--- src/mbp_pkg.sv ---
package mbp_pkg;

  localparam int MAX_BITS_DEF = 32;
  localparam int VALUE_W      = 32;
  localparam int COUNT_W      = 6;
  localparam int BYTE_W       = 8;

  typedef enum logic [2:0] {
    ST_IDLE  = 3'b001,
    ST_MERGE = 3'b010,
    ST_EMIT  = 3'b100
  } state_t;

  typedef struct packed {
    logic capture;
    logic merge;
    logic emit;
    logic commit;
  } cmd_t;

  typedef struct packed {
    logic more;
    logic last_byte;
    logic out_slot;
  } sts_t;

endpackage

--- src/mbp_if.sv ---
interface mbp_in_if import mbp_pkg::*; ();
  logic               valid;
  logic               ready;
  logic               mode;
  logic [VALUE_W-1:0] value;
  logic [COUNT_W-1:0] bit_count;

  modport source (output valid, output mode, output value, output bit_count, input ready);
  modport sink   (input valid, input mode, input value, input bit_count, output ready);
endinterface

interface mbp_out_if import mbp_pkg::*; ();
  logic              valid;
  logic              ready;
  logic [BYTE_W-1:0] out_byte;
  logic              last;

  modport source (output valid, output out_byte, output last, input ready);
  modport sink   (input valid, input out_byte, input last, output ready);
endinterface

--- src/mbp_ctrl.sv ---
module mbp_ctrl import mbp_pkg::*; (
  input  logic   clk,
  input  logic   rst_n,
  input  logic   in_valid,
  output logic   in_ready,
  input  sts_t   sts,
  output cmd_t   cmd,
  output state_t state
);

  state_t state_r, state_nxt;

  always_ff @(posedge clk) begin
    if (!rst_n) begin
      state_r <= ST_IDLE;
    end else begin
      state_r <= state_nxt;
    end
  end

  always_comb begin
    state_nxt = state_r;
    cmd       = '0;
    in_ready  = 1'b0;
    case (state_r)
      ST_IDLE: begin
        in_ready = 1'b1;
        if (in_valid) begin
          cmd.capture = 1'b1;
          state_nxt   = ST_MERGE;
        end
      end
      ST_MERGE: begin
        cmd.merge = 1'b1;
        state_nxt = ST_EMIT;
      end
      ST_EMIT: begin
        if (!sts.more) begin
          // fewer than eight bits left: keep them as the partial byte
          cmd.commit = 1'b1;
          state_nxt  = ST_IDLE;
        end else if (sts.out_slot) begin
          cmd.emit = 1'b1;
          if (sts.last_byte) begin
            cmd.commit = 1'b1;
            state_nxt  = ST_IDLE;
          end
        end
      end
      default: begin
        state_nxt = ST_IDLE;
      end
    endcase
  end

  assign state = state_r;

endmodule

--- src/mbp_datapath.sv ---
module mbp_datapath import mbp_pkg::*; #(
  parameter int MAX_BITS = MAX_BITS_DEF
) (
  input  logic               clk,
  input  logic               rst_n,
  input  cmd_t               cmd,
  output sts_t               sts,
  input  logic               in_mode,
  input  logic [VALUE_W-1:0] in_value,
  input  logic [COUNT_W-1:0] in_bit_count,
  output logic               out_valid,
  input  logic               out_ready,
  output logic [BYTE_W-1:0]  out_byte,
  output logic               out_last
);

  localparam int VW   = MAX_BITS;
  localparam int SRW  = BYTE_W + VW;
  localparam int CW   = $clog2(MAX_BITS + 1);
  localparam int TW   = $clog2(BYTE_W + MAX_BITS);
  localparam int CMPW = (CW > COUNT_W) ? CW : COUNT_W;
  localparam int XW   = (VW > VALUE_W) ? VW : VALUE_W;

  logic               mode_r;
  logic [VALUE_W-1:0] value_r;
  logic [CW-1:0]      cnt_r;
  logic [CW-1:0]      cnt_nxt;

  logic [BYTE_W-1:0]  partial_r, partial_nxt;
  logic [2:0]         filled_r, filled_nxt;
  logic [SRW-1:0]     sr_r, sr_nxt;
  logic [TW-1:0]      total_r, total_nxt;

  logic               out_valid_r;
  logic [BYTE_W-1:0]  out_byte_r;
  logic               out_last_r;

  logic [XW-1:0]      vx;
  logic [VW-1:0]      field;
  logic [CW-1:0]      sh;
  logic [SRW-1:0]     sr_shift;
  logic [TW-1:0]      total_dec;

  // clamp the count on transfer
  always_comb begin
    if (CMPW'(in_bit_count) > CMPW'(MAX_BITS)) begin
      cnt_nxt = CW'(MAX_BITS);
    end else begin
      cnt_nxt = CW'(in_bit_count);
    end
  end

  always_ff @(posedge clk) begin
    if (cmd.capture) begin
      mode_r  <= in_mode;
      value_r <= in_value;
      cnt_r   <= cnt_nxt;
    end
  end

  // left-align the new bits, then place them right behind the pending ones
  assign vx    = XW'(value_r);
  assign sh    = CW'(VW) - cnt_r;
  assign field = vx[VW-1:0] << sh;

  assign sr_shift  = sr_r << BYTE_W;
  assign total_dec = total_r - TW'(BYTE_W);

  always_comb begin
    sr_nxt    = sr_r;
    total_nxt = total_r;
    if (cmd.merge) begin
      if (mode_r) begin
        sr_nxt    = {partial_r, {VW{1'b0}}};
        total_nxt = (filled_r != 3'd0) ? TW'(BYTE_W) : '0;
      end else begin
        sr_nxt    = {partial_r, {VW{1'b0}}} | ({field, {BYTE_W{1'b0}}} >> filled_r);
        total_nxt = TW'(filled_r) + TW'(cnt_r);
      end
    end else if (cmd.emit) begin
      sr_nxt    = sr_shift;
      total_nxt = total_dec;
    end
  end

  always_ff @(posedge clk) begin
    sr_r    <= sr_nxt;
    total_r <= total_nxt;
  end

  always_comb begin
    partial_nxt = partial_r;
    filled_nxt  = filled_r;
    if (cmd.commit) begin
      if (cmd.emit) begin
        partial_nxt = sr_shift[SRW-1 -: BYTE_W];
        filled_nxt  = total_dec[2:0];
      end else begin
        partial_nxt = sr_r[SRW-1 -: BYTE_W];
        filled_nxt  = total_r[2:0];
      end
    end
  end

  always_ff @(posedge clk) begin
    if (!rst_n) begin
      partial_r <= '0;
      filled_r  <= '0;
    end else begin
      partial_r <= partial_nxt;
      filled_r  <= filled_nxt;
    end
  end

  // output register: hold until transfer
  always_ff @(posedge clk) begin
    if (!rst_n) begin
      out_valid_r <= 1'b0;
    end else if (cmd.emit) begin
      out_valid_r <= 1'b1;
    end else if (out_ready) begin
      out_valid_r <= 1'b0;
    end
  end

  always_ff @(posedge clk) begin
    if (cmd.emit) begin
      out_byte_r <= sr_r[SRW-1 -: BYTE_W];
      out_last_r <= sts.last_byte;
    end
  end

  assign sts.more      = (total_r >= TW'(BYTE_W));
  assign sts.last_byte = ({1'b0, total_r} < (TW + 1)'(2 * BYTE_W));
  assign sts.out_slot  = !out_valid_r || out_ready;

  assign out_valid = out_valid_r;
  assign out_byte  = out_byte_r;
  assign out_last  = out_last_r;

endmodule

--- src/msb_first_bit_packer_top.sv ---
// After an input transfer the item is merged in MERGE; EMIT loads its bytes into the
// output register. A write item yields N output bytes (N up to 4 at MAX_BITS = 32)
// or none; an align item yields one byte if bits are pending. The single output
// register moves one byte per cycle while the sink is ready; items enter only in IDLE.
// Reset (synchronous, active low) clears the partial byte, its fill count,
// the controller state and the output valid.
module msb_first_bit_packer_top import mbp_pkg::*; #(
  parameter int MAX_BITS = MAX_BITS_DEF
) (
  input  logic     clk,
  input  logic     rst_n,
  mbp_in_if.sink   in_ch,
  mbp_out_if.source out_ch
);

  cmd_t   cmd;
  sts_t   sts;
  state_t state;

  mbp_ctrl u_ctrl (
    .clk      (clk),
    .rst_n    (rst_n),
    .in_valid (in_ch.valid),
    .in_ready (in_ch.ready),
    .sts      (sts),
    .cmd      (cmd),
    .state    (state)
  );

  mbp_datapath #(
    .MAX_BITS (MAX_BITS)
  ) u_datapath (
    .clk          (clk),
    .rst_n        (rst_n),
    .cmd          (cmd),
    .sts          (sts),
    .in_mode      (in_ch.mode),
    .in_value     (in_ch.value),
    .in_bit_count (in_ch.bit_count),
    .out_valid    (out_ch.valid),
    .out_ready    (out_ch.ready),
    .out_byte     (out_ch.out_byte),
    .out_last     (out_ch.last)
  );

  a_emit_needs_room: assert property (@(posedge clk) disable iff (!rst_n)
    cmd.emit |-> (sts.more && sts.out_slot))
    else $error("byte emitted without eight bits or without output room");

  a_commit_to_idle: assert property (@(posedge clk) disable iff (!rst_n)
    cmd.commit |=> (state == ST_IDLE))
    else $error("partial byte committed but controller not idle");

  a_merge_after_transfer: assert property (@(posedge clk) disable iff (!rst_n)
    cmd.merge |-> $past(in_ch.valid && in_ch.ready))
    else $error("merge without a preceding input transfer");

  a_emit_sets_valid: assert property (@(posedge clk) disable iff (!rst_n)
    cmd.emit |=> out_ch.valid)
    else $error("emitted byte not presented at output");

endmodule

--- src/flat_wrapper.sv ---
// flat-port wrapper written by rule: the top's interface ports become plain ports
module msb_first_bit_packer_top_flat import mbp_pkg::*;
#(
  parameter int MAX_BITS = MAX_BITS_DEF
)
  (clk, rst_n, in_ch_valid, in_ch_mode, in_ch_value, in_ch_bit_count, in_ch_ready, out_ch_valid, out_ch_out_byte, out_ch_last, out_ch_ready);
  mbp_in_if in_ch_i ();
  mbp_out_if out_ch_i ();
  input  logic clk;
  input  logic rst_n;
  input wire logic [$bits(in_ch_i.valid)-1:0] in_ch_valid;
  input wire logic [$bits(in_ch_i.mode)-1:0] in_ch_mode;
  input wire logic [$bits(in_ch_i.value)-1:0] in_ch_value;
  input wire logic [$bits(in_ch_i.bit_count)-1:0] in_ch_bit_count;
  output wire logic [$bits(in_ch_i.ready)-1:0] in_ch_ready;
  output wire logic [$bits(out_ch_i.valid)-1:0] out_ch_valid;
  output wire logic [$bits(out_ch_i.out_byte)-1:0] out_ch_out_byte;
  output wire logic [$bits(out_ch_i.last)-1:0] out_ch_last;
  input wire logic [$bits(out_ch_i.ready)-1:0] out_ch_ready;
  assign in_ch_i.valid = in_ch_valid;
  assign in_ch_i.mode = in_ch_mode;
  assign in_ch_i.value = in_ch_value;
  assign in_ch_i.bit_count = in_ch_bit_count;
  assign in_ch_ready = in_ch_i.ready;
  assign out_ch_valid = out_ch_i.valid;
  assign out_ch_out_byte = out_ch_i.out_byte;
  assign out_ch_last = out_ch_i.last;
  assign out_ch_i.ready = out_ch_ready;
  msb_first_bit_packer_top #(.MAX_BITS(MAX_BITS)) u_core (.clk(clk), .rst_n(rst_n), .in_ch(in_ch_i), .out_ch(out_ch_i));
endmodule
--- config.mk ---
export PLATFORM = sky130hd
export DESIGN_NAME = msb_first_bit_packer_top_flat
export DESIGN_NICKNAME = d
export VERILOG_FILES = /design/src/mbp_pkg.sv /design/src/mbp_if.sv /design/src/mbp_ctrl.sv /design/src/mbp_datapath.sv /design/src/msb_first_bit_packer_top.sv /design/src/flat_wrapper.sv
export SDC_FILE = /design/constraint.sdc
export NUM_CORES = 1
export LEC_CHECK = 0
export BUFFER_PORTS_ARGS = -buffer_cell sky130_fd_sc_hd__buf_2
export CAP_MARGIN = 5
export CORE_UTILIZATION = 40
export DETAILED_ROUTE_END_ITERATION = 10
export SYNTH_ARGS = -nofsm -noshare
export SYNTH_HDL_FRONTEND = slang
export SYNTH_HIERARCHICAL = 1
export SYNTH_SLANG_ARGS = --single-unit
--- constraint.sdc ---
create_clock -name clk -period 4.5 [get_ports clk]
set_clock_uncertainty 0.1 [all_clocks]
set_input_delay 0.675 -clock clk [delete_from_list [all_inputs] [get_ports clk]]
set_output_delay 0.675 -clock clk [all_outputs]
set_load 0.03 [all_outputs]
Word-level counts from Yosys, hierarchy flattened
Cells that the tools add are included.
{ "classes": {"addsub": 3, "order_cmp": 3, "n_eq_ne": 6, "shifts": 2, "muxes": 25, "n_bitwise": 1, "reduce_logical": 6} }
{ "ops": {"columns": ["operator", "count"], "rows": [
  ["$mux W40", 3],
  ["$or A40 B40 Y40", 1],
  ["$shr A40 B3 Y40", 1],
  ["$shl A32 B6 Y32", 1],
  ["$mux W6", 3],
  ["$mux W3", 5],
  ["$mux W1", 9],
  ["$pmux W3 S3", 1],
  ["$mux W8", 1],
  ["$add A3 B6 Y6", 1],
  ["$ge A6 B4 Y1 const B", 1],
  ["$gt A6 B6 Y1 const B", 1],
  ["$lt A6 B5 Y1 const B", 1],
  ["$ne A3 B2 Y1 const B", 2],
  ["$sub A6 B4 Y6 const B", 1],
  ["$sub A6 B6 Y6 const A", 1],
  ["$mux W2", 2],
  ["$mux W4", 1],
  ["$reduce_bool A2 Y1", 2],
  ["$eq A3 B1 Y1 const B", 1],
  ["$eq A3 B2 Y1 const B", 1],
  ["$eq A3 B3 Y1 const B", 1],
  ["$reduce_and A3 Y1", 1],
  ["$reduce_bool A3 Y1", 1],
  ["other kinds (3)", 3]
]} }
{ "totals": {"register_bits": 109, "input_bits": 43, "output_inout_bits": 11, "wordCells": 57} }

Logic depth before layout (Yosys ltp)
{ "logic_depth": {"ltp_word": 7, "ltp_mapped": 15, "ltp_nobuf": 10} }

Cells and area by module
Netlist, hierarchy kept.
{ "modules_own_cells": {"columns": ["module", "instances", "cells_each", "area_per_inst_um2", "seq_area_each_um2"], "rows": [
  ["mbp_datapath", 1, 691, 7378.3, 3032.9],
  ["mbp_ctrl", 1, 18, 191.4, 60.1]
]} }

Worst setup path before layout
OpenSTA, ideal clock, no wires.
{ "synth_path": {"kind": "register to register", "startpoint": "register u_core.u_datapath.cnt_r[0]", "endpoint": "register u_core.u_datapath.sr_r[34], data pin", "setup_ns": 0.261, "t_arrival_ns": 3.449, "required_time_ns": 4.139, "path_slack_ns": 0.690, "stages_incl_launch_ff": 16, "path_buffers": 5, "period_less_slack_ns": 3.810, "cell_sequence": "edfxtp_1 buf_6 buf_4 buf_2 inv_1 ha_1 buf_2 buf_4 mux2i_1 mux2i_1 mux2_2 a2111oi_2 nand2_1 o2111ai_1 o21ai_1 a221o_1"} }
{ "synth_between": {"elab_chain_cells": 6} }
{ "synth_lines": {"columns": ["element", "line_no", "text"], "rows": [
  ["start, declared", "mbp_datapath.sv:26", "logic [CW-1:0] cnt_r;"],
  ["start signal, assigned", "mbp_datapath.sv:57", "cnt_r <= cnt_nxt;"],
  ["$sub A6 B6 Y6", "mbp_datapath.sv:63", "assign sh = CW'(VW) - cnt_r;"],
  ["$shl A32 B6 Y32", "mbp_datapath.sv:64", "assign field = vx[VW-1:0] << sh;"],
  ["$shr A40 B3 Y40", "mbp_datapath.sv:77", "sr_nxt = {partial_r, {VW{1'b0}}} | ({field, {BYTE_W{1'b0}}} >> filled_r);"],
  ["$or A40 B40 Y40", "mbp_datapath.sv:77", null],
  ["$mux W40", "mbp_datapath.sv:73", "if (mode_r) begin"],
  ["$mux W40", "mbp_datapath.sv:72", "if (cmd.merge) begin"],
  ["named net u_core.u_datapath.sr_nxt[34]", "mbp_datapath.sv:31", "logic [SRW-1:0] sr_r, sr_nxt;"],
  ["end signal, assigned", "mbp_datapath.sv:87", "sr_r <= sr_nxt;"],
  ["end, declared", "mbp_datapath.sv:31", null]
]} }
The timed path passes the listed nets, and every way through them passes these cells.
A chain may end at the register's enable or synchronous reset.

Worst setup path after layout
{ "layout_path": {"startpoint": "register u_core.u_datapath.cnt_r[0]", "endpoint": "register u_core.u_datapath.sr_r[13], data pin"} }
Same word-level chain as after synthesis.

==> results.tsv <==
stage	metric	value	unit
synth	synth_edf_count	93	
cells_and_area	nets	787	
global_route	grt_antenna_before_repair	0	
clocking	post-cts-setup-buffer-count	0	
synth	syn_avg_cell_area	10.68	µm²
synth	ys_seq_area_share	40.86	%
clocking	ctsHoldBuffers	0	
placement	port_buffers	53	
synth	synthCells	709	
global_route	grt_pass1_wl	33550	µm
synth	yosys-top-cells-area	edfxtp_1, mux4_2, mux2i_1, dfxtp_1, a21oi_1	
routing	initialDrtViolationCount	499	
routing	drc	0	
routing	vias_per_cell	6.116	
synth	synth_compound_area_share	17.77	%
synth	synthMuxAreaShare	19.06	%
sta	slew_violations	0	
sta	relSlewSlack	28.94	%
sta	rsz0062_at_grt	false	
floorplan	die_h	139.6	µm
sta	hold_violations	0	
synth	synth_top_area_cell	edfxtp_1	
critical_path	critPathLaunchType	flop	
clocking	cts_tree	yes	
sta	tightest_slew	1.066	ns
synth	netlist_area	7570	µm²
synth	ys_ff_latch	108	
cells_and_area	multi_input_area	4104	µm²
job	cap_violations	0	
synth	synth_xor_xnor_area_share	0.8099	%
synth	ys.warnings.count	6	
hold_path	hold_class	flop to flop	
floorplan	fp-row-count	49	
cells_and_area	drive_gt1_share	21.83	%
floorplan	die-area	19480	µm²
critical_path	critPathKind	flop to flop	
cells_and_area	diodes	0	
global_route	grt_overflow	0	
global_route	track_usage	22.23	%
critical_path	cp_data_arrival_time	3.94	ns
placement	place_hpwl	15280	µm
floorplan	core	18270	µm²
floorplan	pin_count	54	
synth	synth_top_family_by_area	multiplexers	
clocking	cts.repair.resized	0	
pwr	powerDensity	322.7	nW/µm²
cells_and_area	seqCellArea	3093	µm²
synth	async_flop_share	0	%
pwr	p_leak	2.978	nW
synth	synthTopCellsByCount	edfxtp_1, mux2i_1, nor2_1	
routing	wirelength	20950	µm
synth	synth_simple_gate_area_share	15.14	%
floorplan	chipWidth	139.6	µm
cells_and_area	fillCellCount	1716	
clocking	clkTransAtPathRegs	0.08	ns
critical_path	worstPathMaxFanout	12	
pwr	ir_worst_vdd	0.1868	mV
critical_path	critical_path_required	4.58	ns
routing	ant_nets	0	
routing	vias	5939	
synth	synthFlopType	edfxtp_1	
clocking	cts-root-buf	clkbuf_16	
pwr	finalPower	2.695	mW
routing	dr.pass1.iters	6	
clocking	htree_levels	3	
sta	period_minus_slack	3.863	ns
global_route	grt_max_degree	50	
sta	setup_viol	0	
routing	routedWlPerCell	21.58	µm
sta	fmax	258.9	MHz
placement	finalWeightedCongestion	0.9080	
clocking	cts_made_buffers	9	
clocking	clock-sinks	108	
synth	synthAdderAreaFrac	1.256	%
synth	yosysMostFrequentCell	edfxtp_1	
synth	synth.distinct_cells	83	
synth	synth_top_area_share	36.89	%
sta	timing.final.crit_share	85.84	%
floorplan	start_util	41.43	%
clocking	clk_latency	0.36	ns
global_route	grt_pass1_vias	5830	
critical_path	r2r_slack	0.64	ns
cells_and_area	syn2layout_area_growth	10.35	%
synth	syn-num-nets	759	
placement	post_dp_cell_area	8046	µm²
run_status	outcome	finished clean	
cells_and_area	fin_area	8353	µm²
sta	fin_tns_setup	0	ns
clocking	clockBufferDepth	2	
critical_path	cp-end-kind	flop	
[critical path, stage by stage (launching register included)]
cell and delay (ns):
edfxtp_1 0.41, inv_1 0.23, ha_1 0.44, buf_4 0.27, nor3b_1 0.64, and3_1 0.33, nor2_1 0.07, mux4_2 0.51
nor3_1 0.16, a21oi_1 0.10, mux2_2 0.29, o22ai_1 0.13
[report_power, final]
part	switching (mW)	internal [mW]	total [mW]	leakage, nW
logic	0.411	0.290	0.701	1.85
registers	0.0353	1.12	1.16	0.980
clock network	0.391	0.444	0.835	0.148
total	0.837	1.86	2.70	2.98
[layer usage]
| metal | routed length, µm | vias up | global-route usage (%) |
|---|---|---|---|
| li1 | - | 2808 | - |
| met1 | 9584 | 2901 | 30.84 |
| met2 | 9753 | 194 | 34.96 |
| met3 | 1114 | 36 | 4.061 |
| met4 | 497 | 0 | 7.634 |
| met5 | 0 | - | 0 |
[path summary, 6_finish.rpt]
| kind | cells past startpoint | start | to |
|---|---|---|---|
| worst min register to register | 0 | u_core/u_datapath/sr_r[38] | u_core/u_datapath/out_byte[6] |
| worst max register to register | 11 | u_core/u_datapath/cnt_r[0] | u_core/u_datapath/sr_r[13] |
| worst min-delay path | 0 | u_core/u_datapath/sr_r[38] | u_core/u_datapath/out_byte[6] |
| worst max-delay path | 11 | u_core/u_datapath/cnt_r[0] | u_core/u_datapath/sr_r[13] |
[placed cells by master, fill, tap and decap left out, types with 5 or more instances in the layout]
cell type,n
a211oi_1,10
a21o_1,5
a21oi_1,40
a22oi_1,7
a31oi_1,8
and2_1,5
and3_1,8
buf_2,53
buf_4,25
clkbuf_16,9
dfxtp_1,15
edfxtp_1,93
ha_1,6
inv_1,22
mux2_2,14
mux2i_1,47
mux4_2,35
nand2_1,42
nand2b_1,16
nand3_1,24
nor2_1,47
nor2b_1,17
nor3_1,17
o211a_1,9
o211ai_1,6
o21ai_0,23
o21ai_1,10
o221ai_1,16
o22ai_1,11
[cell families (layout without fill, tap and decap cells)]
group	Yosys count	count (layout)
xor+xnor	7	7
mux	98	98
fa+ha+maj	7	7
simple gates	213	213
buf+inv	86	119
flops	108	108
compound gates	190	190
[area by class of cell]
| class | instances | share of cell area, % |
|---|---|---|
| Clock buffer | 10 | 2.741 |
| Tap cell | 229 | 3.430 |
| Inverter | 24 | 1.078 |
| Multi-Input combinational cell | 515 | 49.13 |
| Sequential cell | 108 | 37.03 |
| Timing Repair Buffer | 79 | 5.662 |
| Clock inverter | 6 | 0.9287 |
[stage by stage]
step           utilization [%]  worst slack (ns)  instances  hold slack [ns]
6_report                 45.72            0.6374        971           0.3572
5_1_grt                  45.72            0.3880        971           0.3729
4_1_cts                  45.72            0.6614        971           0.3566
3_5_place_dp             44.04            0.6773        955           0.3329
3_3_place_gp             44.04            0.7139        955           0.3357
2_1_floorplan                -            0.6899        709           0.3257
[registers in the layout, indices dropped and copies added (netlist names)]
name and cells:
u_core/u_datapath/cnt_r 6, u_core/u_datapath/total_r 6, u_core/u_datapath/mode_r 1, u_core/u_datapath/filled_r 3
u_core/u_datapath/out_valid 1, u_core/u_datapath/sr_r 39, u_core/u_datapath/value_r 32, u_core/u_ctrl/state 3
u_core/u_datapath/out_last 1, u_core/u_datapath/out_byte 8, u_core/u_datapath/partial_r 8
No activity file was read; power rests on OpenSTA's default activity.
